==> src/design/ckb_pkg.sv <==
// Shared types and constants for the color-key sprite blitter.
// Holds the register index codes, the field widths and the configuration bundle.
// No dependencies.
`default_nettype none

package ckb_pkg;

   // Default limits, used as module parameter defaults
   localparam int MAX_WIDTH_DEF  = 256;
   localparam int MAX_HEIGHT_DEF = 256;
   localparam int MAX_STRIDE_DEF = 1024;

   // Widths that cover the whole parameter range (up to 4096 / 8192)
   localparam int DIM_W    = 13;
   localparam int STRIDE_W = 14;

   localparam int PIXEL_W  = 8;
   localparam int ADDR_W   = 18;
   localparam int COUNT_W  = 17;

   localparam int CSR_ADDR_W = 3;
   localparam int CSR_DATA_W = 11;

   localparam int WIDTH_REG_W  = 9;
   localparam int HEIGHT_REG_W = 9;
   localparam int STRIDE_REG_W = 11;

   localparam logic [PIXEL_W-1:0] KEY_RESET = 8'd10;

   localparam int RSP_DATA_W = 64;

   typedef enum logic [CSR_ADDR_W-1:0] {
      CSR_SPRITE_WIDTH    = 3'd0,
      CSR_SPRITE_HEIGHT   = 3'd1,
      CSR_DEST_STRIDE     = 3'd2,
      CSR_TRANSPARENT_KEY = 3'd3,
      CSR_MIRROR          = 3'd4
   } csr_index_type;

   typedef struct packed {
      logic [DIM_W-1:0]    width_m1;
      logic [DIM_W-1:0]    height_m1;
      logic [STRIDE_W-1:0] stride;
      logic [PIXEL_W-1:0]  key;
      logic                mirror;
      logic                config_error;
      logic                restart;
   } cfg_type;

endpackage : ckb_pkg

`default_nettype wire

==> src/design/ckb_cfg.sv <==
// Configuration registers of the sprite blitter: clamp and hold the settings.
// Depends on ckb_pkg for the register codes and the cfg_type bundle.
`default_nettype none

module ckb_cfg
   import ckb_pkg::*;
#(
   parameter int MAX_WIDTH  = MAX_WIDTH_DEF,
   parameter int MAX_HEIGHT = MAX_HEIGHT_DEF,
   parameter int MAX_STRIDE = MAX_STRIDE_DEF
) (
   input  wire logic                  clock,
   input  wire logic                  reset,
   input  wire logic                  csr_we,
   input  wire logic [CSR_ADDR_W-1:0] csr_addr,
   input  wire logic [CSR_DATA_W-1:0] csr_wdata,
   output cfg_type                    cfg
);

   logic [DIM_W-1:0]    width_ff, width_in;
   logic [DIM_W-1:0]    height_ff, height_in;
   logic [STRIDE_W-1:0] stride_ff, stride_in;
   logic [PIXEL_W-1:0]  key_ff, key_in;
   logic                mirror_ff, mirror_in;
   logic                known_index;

   logic [DIM_W-1:0]    width_clamp;
   logic [DIM_W-1:0]    height_clamp;
   logic [STRIDE_W-1:0] stride_clamp;
   logic [DIM_W-1:0]    width_raw;
   logic [DIM_W-1:0]    height_raw;
   logic [STRIDE_W-1:0] stride_raw;

   // Zero means one; saturate above the configured maximum
   always_comb begin
      width_raw  = DIM_W'(csr_wdata[WIDTH_REG_W-1:0]);
      height_raw = DIM_W'(csr_wdata[HEIGHT_REG_W-1:0]);
      stride_raw = STRIDE_W'(csr_wdata[STRIDE_REG_W-1:0]);

      if (width_raw == '0) begin
         width_clamp = DIM_W'(1);
      end else if (width_raw > DIM_W'(MAX_WIDTH)) begin
         width_clamp = DIM_W'(MAX_WIDTH);
      end else begin
         width_clamp = width_raw;
      end

      if (height_raw == '0) begin
         height_clamp = DIM_W'(1);
      end else if (height_raw > DIM_W'(MAX_HEIGHT)) begin
         height_clamp = DIM_W'(MAX_HEIGHT);
      end else begin
         height_clamp = height_raw;
      end

      if (stride_raw == '0) begin
         stride_clamp = STRIDE_W'(1);
      end else if (stride_raw > STRIDE_W'(MAX_STRIDE)) begin
         stride_clamp = STRIDE_W'(MAX_STRIDE);
      end else begin
         stride_clamp = stride_raw;
      end
   end

   always_comb begin
      width_in    = width_ff;
      height_in   = height_ff;
      stride_in   = stride_ff;
      key_in      = key_ff;
      mirror_in   = mirror_ff;
      known_index = 1'b1;
      case (csr_index_type'(csr_addr))
         CSR_SPRITE_WIDTH:    width_in  = width_clamp;
         CSR_SPRITE_HEIGHT:   height_in = height_clamp;
         CSR_DEST_STRIDE:     stride_in = stride_clamp;
         CSR_TRANSPARENT_KEY: key_in    = csr_wdata[PIXEL_W-1:0];
         CSR_MIRROR:          mirror_in = csr_wdata[0];
         default:             known_index = 1'b0;
      endcase
   end

   always_ff @(posedge clock) begin
      if (reset) begin
         width_ff  <= DIM_W'(1);
         height_ff <= DIM_W'(1);
         stride_ff <= STRIDE_W'(1);
         key_ff    <= KEY_RESET;
         mirror_ff <= 1'b0;
      end else if (csr_we) begin
         width_ff  <= width_in;
         height_ff <= height_in;
         stride_ff <= stride_in;
         key_ff    <= key_in;
         mirror_ff <= mirror_in;
      end
   end

   always_comb begin
      cfg.width_m1     = width_ff - DIM_W'(1);
      cfg.height_m1    = height_ff - DIM_W'(1);
      cfg.stride       = stride_ff;
      cfg.key          = key_ff;
      cfg.mirror       = mirror_ff;
      cfg.config_error = stride_ff < STRIDE_W'(width_ff);
      cfg.restart      = csr_we && known_index;
   end

endmodule : ckb_cfg

`default_nettype wire

==> src/design/color_key_sprite_blit_with_flip.sv <==
// Top level of the color-key sprite blitter with horizontal flip.
// Depends on ckb_pkg and ckb_cfg.
`default_nettype none

// Streams source sprite pixels in row-major order, one per transaction on the
// req_ side, and returns one write transaction per pixel on the rsp_ side: the
// destination byte address (row base plus column, or plus width-1-column when
// mirrored), the pixel, a write enable that drops for the transparent key or
// when the stride is below the width, running write and skip counts, and
// tlast on the final pixel of the sprite. Row base grows by the stride at the
// end of each row, so no multiplier is involved. Throughput is one pixel per
// clock unless rsp_tready stalls; rsp_tvalid rises the cycle after acceptance.
// req_tready stays high while the single result register is empty or being
// drained in the same cycle. Any write to a known configuration register
// restarts the sprite; write configuration only while idle.
module color_key_sprite_blit_with_flip
   import ckb_pkg::*;
#(
   parameter int MAX_WIDTH  = MAX_WIDTH_DEF,
   parameter int MAX_HEIGHT = MAX_HEIGHT_DEF,
   parameter int MAX_STRIDE = MAX_STRIDE_DEF
) (
   input  wire logic                  clock,
   input  wire logic                  reset,
   // source pixels
   input  wire logic                  req_tvalid,
   output logic                       req_tready,
   input  wire logic [PIXEL_W-1:0]    req_tdata,   // [7:0] pixel_in
   // destination writes
   output logic                       rsp_tvalid,
   input  wire logic                  rsp_tready,
   output logic [RSP_DATA_W-1:0]      rsp_tdata,   // [17:0] dest_addr, [25:18] pixel_out,
                                                   // [26] write_enable,
                                                   // [43:27] writes_so_far,
                                                   // [60:44] skips_so_far,
                                                   // [61] config_error, [63:62] zero
   output logic                       rsp_tlast,   // last pixel of the sprite
   // configuration
   input  wire logic                  csr_we,
   input  wire logic [CSR_ADDR_W-1:0] csr_addr,
   input  wire logic [CSR_DATA_W-1:0] csr_wdata
);

   localparam int COL_W = (MAX_WIDTH > 1) ? $clog2(MAX_WIDTH) : 1;
   localparam int ROW_W = (MAX_HEIGHT > 1) ? $clog2(MAX_HEIGHT) : 1;

   cfg_type cfg;

   ckb_cfg #(
      .MAX_WIDTH  (MAX_WIDTH),
      .MAX_HEIGHT (MAX_HEIGHT),
      .MAX_STRIDE (MAX_STRIDE)
   ) u_cfg (
      .clock     (clock),
      .reset     (reset),
      .csr_we    (csr_we),
      .csr_addr  (csr_addr),
      .csr_wdata (csr_wdata),
      .cfg       (cfg)
   );

   // Sprite walk state
   logic [COL_W-1:0]   col_ff, col_in;
   logic [ROW_W-1:0]   row_ff, row_in;
   logic [ADDR_W-1:0]  row_base_ff, row_base_in;
   logic [COUNT_W-1:0] writes_ff, writes_in;
   logic [COUNT_W-1:0] skips_ff, skips_in;

   // Result register
   logic               rsp_valid_ff, rsp_valid_in;
   logic [ADDR_W-1:0]  addr_ff;
   logic [PIXEL_W-1:0] pixel_ff;
   logic               we_ff, we_in;
   logic               last_ff;
   logic               err_ff;

   logic               accept;
   logic [COL_W-1:0]   width_m1;
   logic [ROW_W-1:0]   height_m1;
   logic [COL_W-1:0]   col_sel;
   logic [ADDR_W-1:0]  addr_in;
   logic               end_row;
   logic               last_in;
   logic               is_key;

   assign req_tready = !rsp_valid_ff || rsp_tready;
   assign accept     = req_tvalid && req_tready;

   assign width_m1  = cfg.width_m1[COL_W-1:0];
   assign height_m1 = cfg.height_m1[ROW_W-1:0];

   always_comb begin
      end_row = col_ff >= width_m1;
      last_in = end_row && (row_ff >= height_m1);
      // mirrored rows walk from the right edge
      col_sel = cfg.mirror ? (width_m1 - col_ff) : col_ff;
      addr_in = row_base_ff + ADDR_W'(col_sel);
      is_key  = req_tdata == cfg.key;

      we_in     = 1'b0;
      writes_in = writes_ff;
      skips_in  = skips_ff;
      if (!cfg.config_error) begin
         if (is_key) begin
            skips_in = skips_ff + COUNT_W'(1);
         end else begin
            writes_in = writes_ff + COUNT_W'(1);
            we_in     = 1'b1;
         end
      end

      col_in      = col_ff + COL_W'(1);
      row_in      = row_ff;
      row_base_in = row_base_ff;
      if (last_in) begin
         col_in      = '0;
         row_in      = '0;
         row_base_in = '0;
         writes_in   = '0;
         skips_in    = '0;
      end else if (end_row) begin
         col_in      = '0;
         row_in      = row_ff + ROW_W'(1);
         row_base_in = row_base_ff + ADDR_W'(cfg.stride);
      end
   end

   // Advance the walk on each accepted pixel; a register write restarts it
   always_ff @(posedge clock) begin
      if (reset || cfg.restart) begin
         col_ff      <= '0;
         row_ff      <= '0;
         row_base_ff <= '0;
         writes_ff   <= '0;
         skips_ff    <= '0;
      end else if (accept) begin
         col_ff      <= col_in;
         row_ff      <= row_in;
         row_base_ff <= row_base_in;
         writes_ff   <= writes_in;
         skips_ff    <= skips_in;
      end
   end

   // Counts reported with the pixel include the pixel itself
   logic [COUNT_W-1:0] writes_rpt_ff;
   logic [COUNT_W-1:0] skips_rpt_ff;
   logic [COUNT_W-1:0] writes_rpt_in;
   logic [COUNT_W-1:0] skips_rpt_in;

   always_comb begin
      writes_rpt_in = writes_ff;
      skips_rpt_in  = skips_ff;
      if (!cfg.config_error) begin
         if (is_key) begin
            skips_rpt_in = skips_ff + COUNT_W'(1);
         end else begin
            writes_rpt_in = writes_ff + COUNT_W'(1);
         end
      end
   end

   always_comb begin
      rsp_valid_in = rsp_valid_ff;
      if (accept) begin
         rsp_valid_in = 1'b1;
      end else if (rsp_tready) begin
         rsp_valid_in = 1'b0;
      end
   end

   always_ff @(posedge clock) begin
      if (reset) begin
         rsp_valid_ff <= 1'b0;
      end else begin
         rsp_valid_ff <= rsp_valid_in;
      end
   end

   // Load the result register; hold it while stalled
   always_ff @(posedge clock) begin
      if (accept) begin
         addr_ff       <= addr_in;
         pixel_ff      <= req_tdata;
         we_ff         <= we_in;
         writes_rpt_ff <= writes_rpt_in;
         skips_rpt_ff  <= skips_rpt_in;
         last_ff       <= last_in;
         err_ff        <= cfg.config_error;
      end
   end

   assign rsp_tvalid = rsp_valid_ff;
   assign rsp_tlast  = last_ff;
   assign rsp_tdata  = {2'b00, err_ff, skips_rpt_ff, writes_rpt_ff, we_ff, pixel_ff, addr_ff};

`ifndef SYNTHESIS
   // A suppressed write never carries an enable
   a_err_blocks_write: assert property (@(posedge clock) disable iff (reset)
      rsp_tvalid && rsp_tdata[61] |-> !rsp_tdata[26])
      else $error("write enable asserted with config error");

   // Column counter never runs past the row
   a_col_in_row: assert property (@(posedge clock) disable iff (reset)
      col_ff <= width_m1)
      else $error("column counter past sprite width");

   // Last pixel restarts the walk
   a_last_restarts: assert property (@(posedge clock) disable iff (reset)
      accept && last_in |=> col_ff == '0 && row_ff == '0 && row_base_ff == '0
         && writes_ff == '0 && skips_ff == '0)
      else $error("sprite state not cleared after last pixel");

   // An accepted pixel always yields a valid result in the result register
   a_valid_follows_accept: assert property (@(posedge clock) disable iff (reset)
      accept |=> rsp_tvalid)
      else $error("accepted pixel produced no result");
`endif

endmodule : color_key_sprite_blit_with_flip

`default_nettype wire
==> config.mk <==
export PLATFORM = sky130hd
export DESIGN_NAME = color_key_sprite_blit_with_flip
export DESIGN_NICKNAME = d
export VERILOG_FILES = /design/src/design/ckb_pkg.sv /design/src/design/ckb_cfg.sv /design/src/design/color_key_sprite_blit_with_flip.sv
export SDC_FILE = /design/constraint.sdc
export NUM_CORES = 1
export LEC_CHECK = 0
export ABC_AREA = 1
export BUFFER_PORTS_ARGS = -buffer_cell sky130_fd_sc_hd__clkbuf_2
export CAP_MARGIN = 30
export CORE_UTILIZATION = 30
export CTS_BUF_LIST = sky130_fd_sc_hd__clkbuf_4
export CTS_CLUSTER_DIAMETER = 200
export DETAILED_ROUTE_END_ITERATION = 8
export GPL_TIMING_DRIVEN = 0
export RECOVER_POWER = 50
export SLEW_MARGIN = 10
export SYNTH_ARGS = -nofsm -noshare
export SYNTH_HDL_FRONTEND = slang
export SYNTH_SLANG_ARGS = --single-unit
==> constraint.sdc <==
create_clock -name clock -period 5.9 [get_ports clock]
set_clock_uncertainty 0.1 [all_clocks]
set_input_delay 0.59 -clock clock [delete_from_list [all_inputs] [get_ports clock]]
set_output_delay 0.59 -clock clock [all_outputs]
set_load 0.005 [all_outputs]
==> impl_metrics.toml <==
[floorplanning]
coreArea_um2 = 32600
ios = 94
dieArea_um2 = 33900
num_rows = 66
dieWidth_um = 184
initial_core_util_pct = 30.5
die-height_um = 184

[drt]
drt_iter0_markers = 664
routed_wl_um = 25800
vias = 8931
ant_nets = 0
via_per_inst = 4.68
drc = 0
routedWlPerCell_um = 13.5
drtPass1Iterations = 5

[layout]
fin_cells = 1907
drive_above_1_share_pct = 8.89
final_area_um2 = 11200
area_growth_pct = 12.5
finalNetCount = 1529
utilization_pct = 34.4

[run_status]
status = "finished with violations"
violations = "max-capacitance violations, max-slew violations"

[sta]
max_clock_freq_ghz = 0.233
rsz0062_at_grt = "no"
setup_viol = 0
whs_ns = 0.0674
relSlewSlack_pct = -30.3
finalHoldViolCount = 0
setup_tns_ns = 0
period_needed_ns = 4.29
worst_pin_slew_ns = 1.95
period_share_pct = 72.7
drv_slew = 70

[worst_hold_path]
whs_path_depth = 1
min_path_type = "input pin to flip-flop"

[placement]
placed_area_um2 = 11000
dp_cells = 1873
numPortBuffers = 91
gp_congestion = 0.927
dpl.hpwl_um = 19700

[flow_run]
cap_violations = 2

[synth]
synth_warnings = 0
ys_top_cells_by_count = "403 x nand2_1, 128 x inv_1, 110 x nand3_1"
synth.area.top_cells = "dfxtp_1 21%, edfxtp_1 19%, nand2_1 15%"
synth_edf_count = 63
ys_seq_area_share_pct = 40.3
yosys.cell_types.count = 44
netlist_area_um2 = 9960
synth_top_cell_area_share_pct = 21.3
yosys.area.top_type = "dfxtp_1"
synth.avg_cell_area_um2 = 7.44
ys_async_sr_fraction_pct = 0
ys_ff_latch = 169
synth_ff_type = "dfxtp_1"
synth_cells = 1338
synth_most_common_cell = "nand2_1"

[worst_setup_path]
crit_cells = 11
crit_family = "buffers and inverters"
crit_buf_inv = 4
crit_fanout = 36
cpPeakStageDelay_ns = 1.47
cp.required_ns = 6.36
critPathLaunchType = "flip-flop"
crit_chain = "nand2_1 -> nand2_1 -> clkinvlp_2 -> clkbuf_1 -> nand2_2 -> buf_6 -> nor2_4 -> nand2_2 -> inv_2 -> nand2_1 -> o21ai_2"
critPathKind = "flip-flop to flip-flop"
r2r_cells = 11
critPathArrivalTime_ns = 4.75
end_kind = "flip-flop"
crit_slowest_cell = "clkbuf_1"
cpMostUsedCell = "nand2_1"

[pwr]
p_leak_uw = 0.00470
seq_power_share_pct = 51.6
clkPwrFrac_pct = 26.9
switchingPower_uw = 852
swShare_pct = 32.7
combPwrFrac_pct = 21.5
p_int_uw = 1750
p_per_area_nw_per_um2 = 232
ir_drop_mv = 0.114

[global_routing]
grt_pass1_wl_um = 41100
grt_pass1_vias = 8223
grt-ovfl-total = 0
grt_start_max_net_pins = 37
antenna_found_initial = 2
grt.total_usage_pct = 15.5

[cts]
cts_tree = "built"
cts_buffers = 17
clk_latency_ns = 0.65
cts_resized = 0
cts.sinks = 169
clock_path_buffers = 2
holdBufCountCts = 0
clk_transition_reported_paths_ns = 0.16
cts_setup_buffers = 0
cts_root_buf = "clkbuf_4"
htreeDepth = 4
cell type report:
| cell class | count | area (um^2) |
|---|---|---|
| multi-input cells | 999 | 5210 |
| clock inverters | 15 | 151 |
| diodes | 2 | 5.00 |
| plain buffers | 39 | 239 |
| fillers | 3470 | 21400 |
| clock buffers | 17 | 128 |
| repair buffers | 92 | 407 |
| well taps | 442 | 553 |
| inverters | 132 | 497 |
| flip-flops and latches | 169 | 4010 |
logic make-up (layout without fill, tap and decap cells):
group	count (synthesis)	after routing	synth area share, %
AND/OR/NAND/NOR	706	706	30.2
AO/OA/AOI/OAI	175	175	9.69
buffers and inverters	171	295	7.38
flip-flops	169	169	40.3
XOR/XNOR	64	64	5.63
adder cells (fa/ha/maj)	52	52	6.76
other	1	4	0.0377
state kept, by name, indices dropped and copies added (netlist names):
name,cells
writes_rpt_ff,17
u_cfg.stride_ff,11
u_cfg.width_ff,9
u_cfg.mirror_ff,1
writes_ff,17
row_base_ff,18
pixel_ff,8
addr_ff,18
rsp_tlast,1
col_ff,8
row_ff,8
we_ff,1
rsp_tvalid,1
skips_rpt_ff,17
u_cfg.key_ff,8
skips_ff,17
err_ff,1
u_cfg.height_ff,8
worst reg2reg max path, cell delays in order (launching register included):
cell	delay, ns
dfxtp_1	0.33
nand2_1	0.11
nand2_1	0.23
clkinvlp_2	0.99
clkbuf_1	1.47
nand2_2	0.15
buf_6	0.23
nor2_4	0.10
nand2_2	0.11
inv_2	0.22
nand2_1	0.12
o21ai_2	0.06
power by group through the flow:
stage	Sequential (uW)	Combinational [uW]	Clock, uW
global placement	1370	560	0
global route	1350	628	763
finish	1340	559	700
detailed placement	1370	572	0
CTS	1340	574	723
floorplan	1370	370	0
placed cells by master, fill, tap and decap left out, types with 15 or more instances in the layout:
cell and n:
xnor2_1 17, nand2_1 403, xor2_1 47, nand4_1 17, clkbuf_4 17, inv_1 127, a21oi_1 92, ha_1 49
o21ai_0 51, nand3_1 110, nor3_1 15, clkbuf_2 49, edfxtp_1 63, nor2_1 107, dfxtp_1 106, and2_1 33
clkbuf_1 59
worst paths after layout:
kind / startpoint / end / slack [ns]
worst max-delay path: rsp_tvalid / row_base_ff[10] / 1.61
worst min-delay path: req_tdata[0] / pixel_ff[0] / 0.07
worst max register to register: rsp_tvalid / row_base_ff[10] / 1.61
worst min register to register: row_base_ff[0] / row_base_ff[0] / 0.40
metrics by stage:
stage | worst slack (ns) | total power [uW]
floorplan | 2.48 | 1740
global placement | 1.65 | 1930
detailed placement | 1.86 | 1940
CTS | 1.83 | 2640
global route | 1.07 | 2750
finish | 1.61 | 2600
per-layer routing:
| layer | GRT usage, % | wire (um) | vias up |
|---|---|---|---|
| met5 | 0 | 0 | - |
| met3 | 2.65 | 1280 | 40 |
| met1 | 21.2 | 12700 | 4064 |
| met2 | 24.2 | 11300 | 231 |
| met4 | 6.00 | 568 | 0 |
| li1 | - | - | 4596 |
No activity file was read; power rests on OpenSTA's default activity.
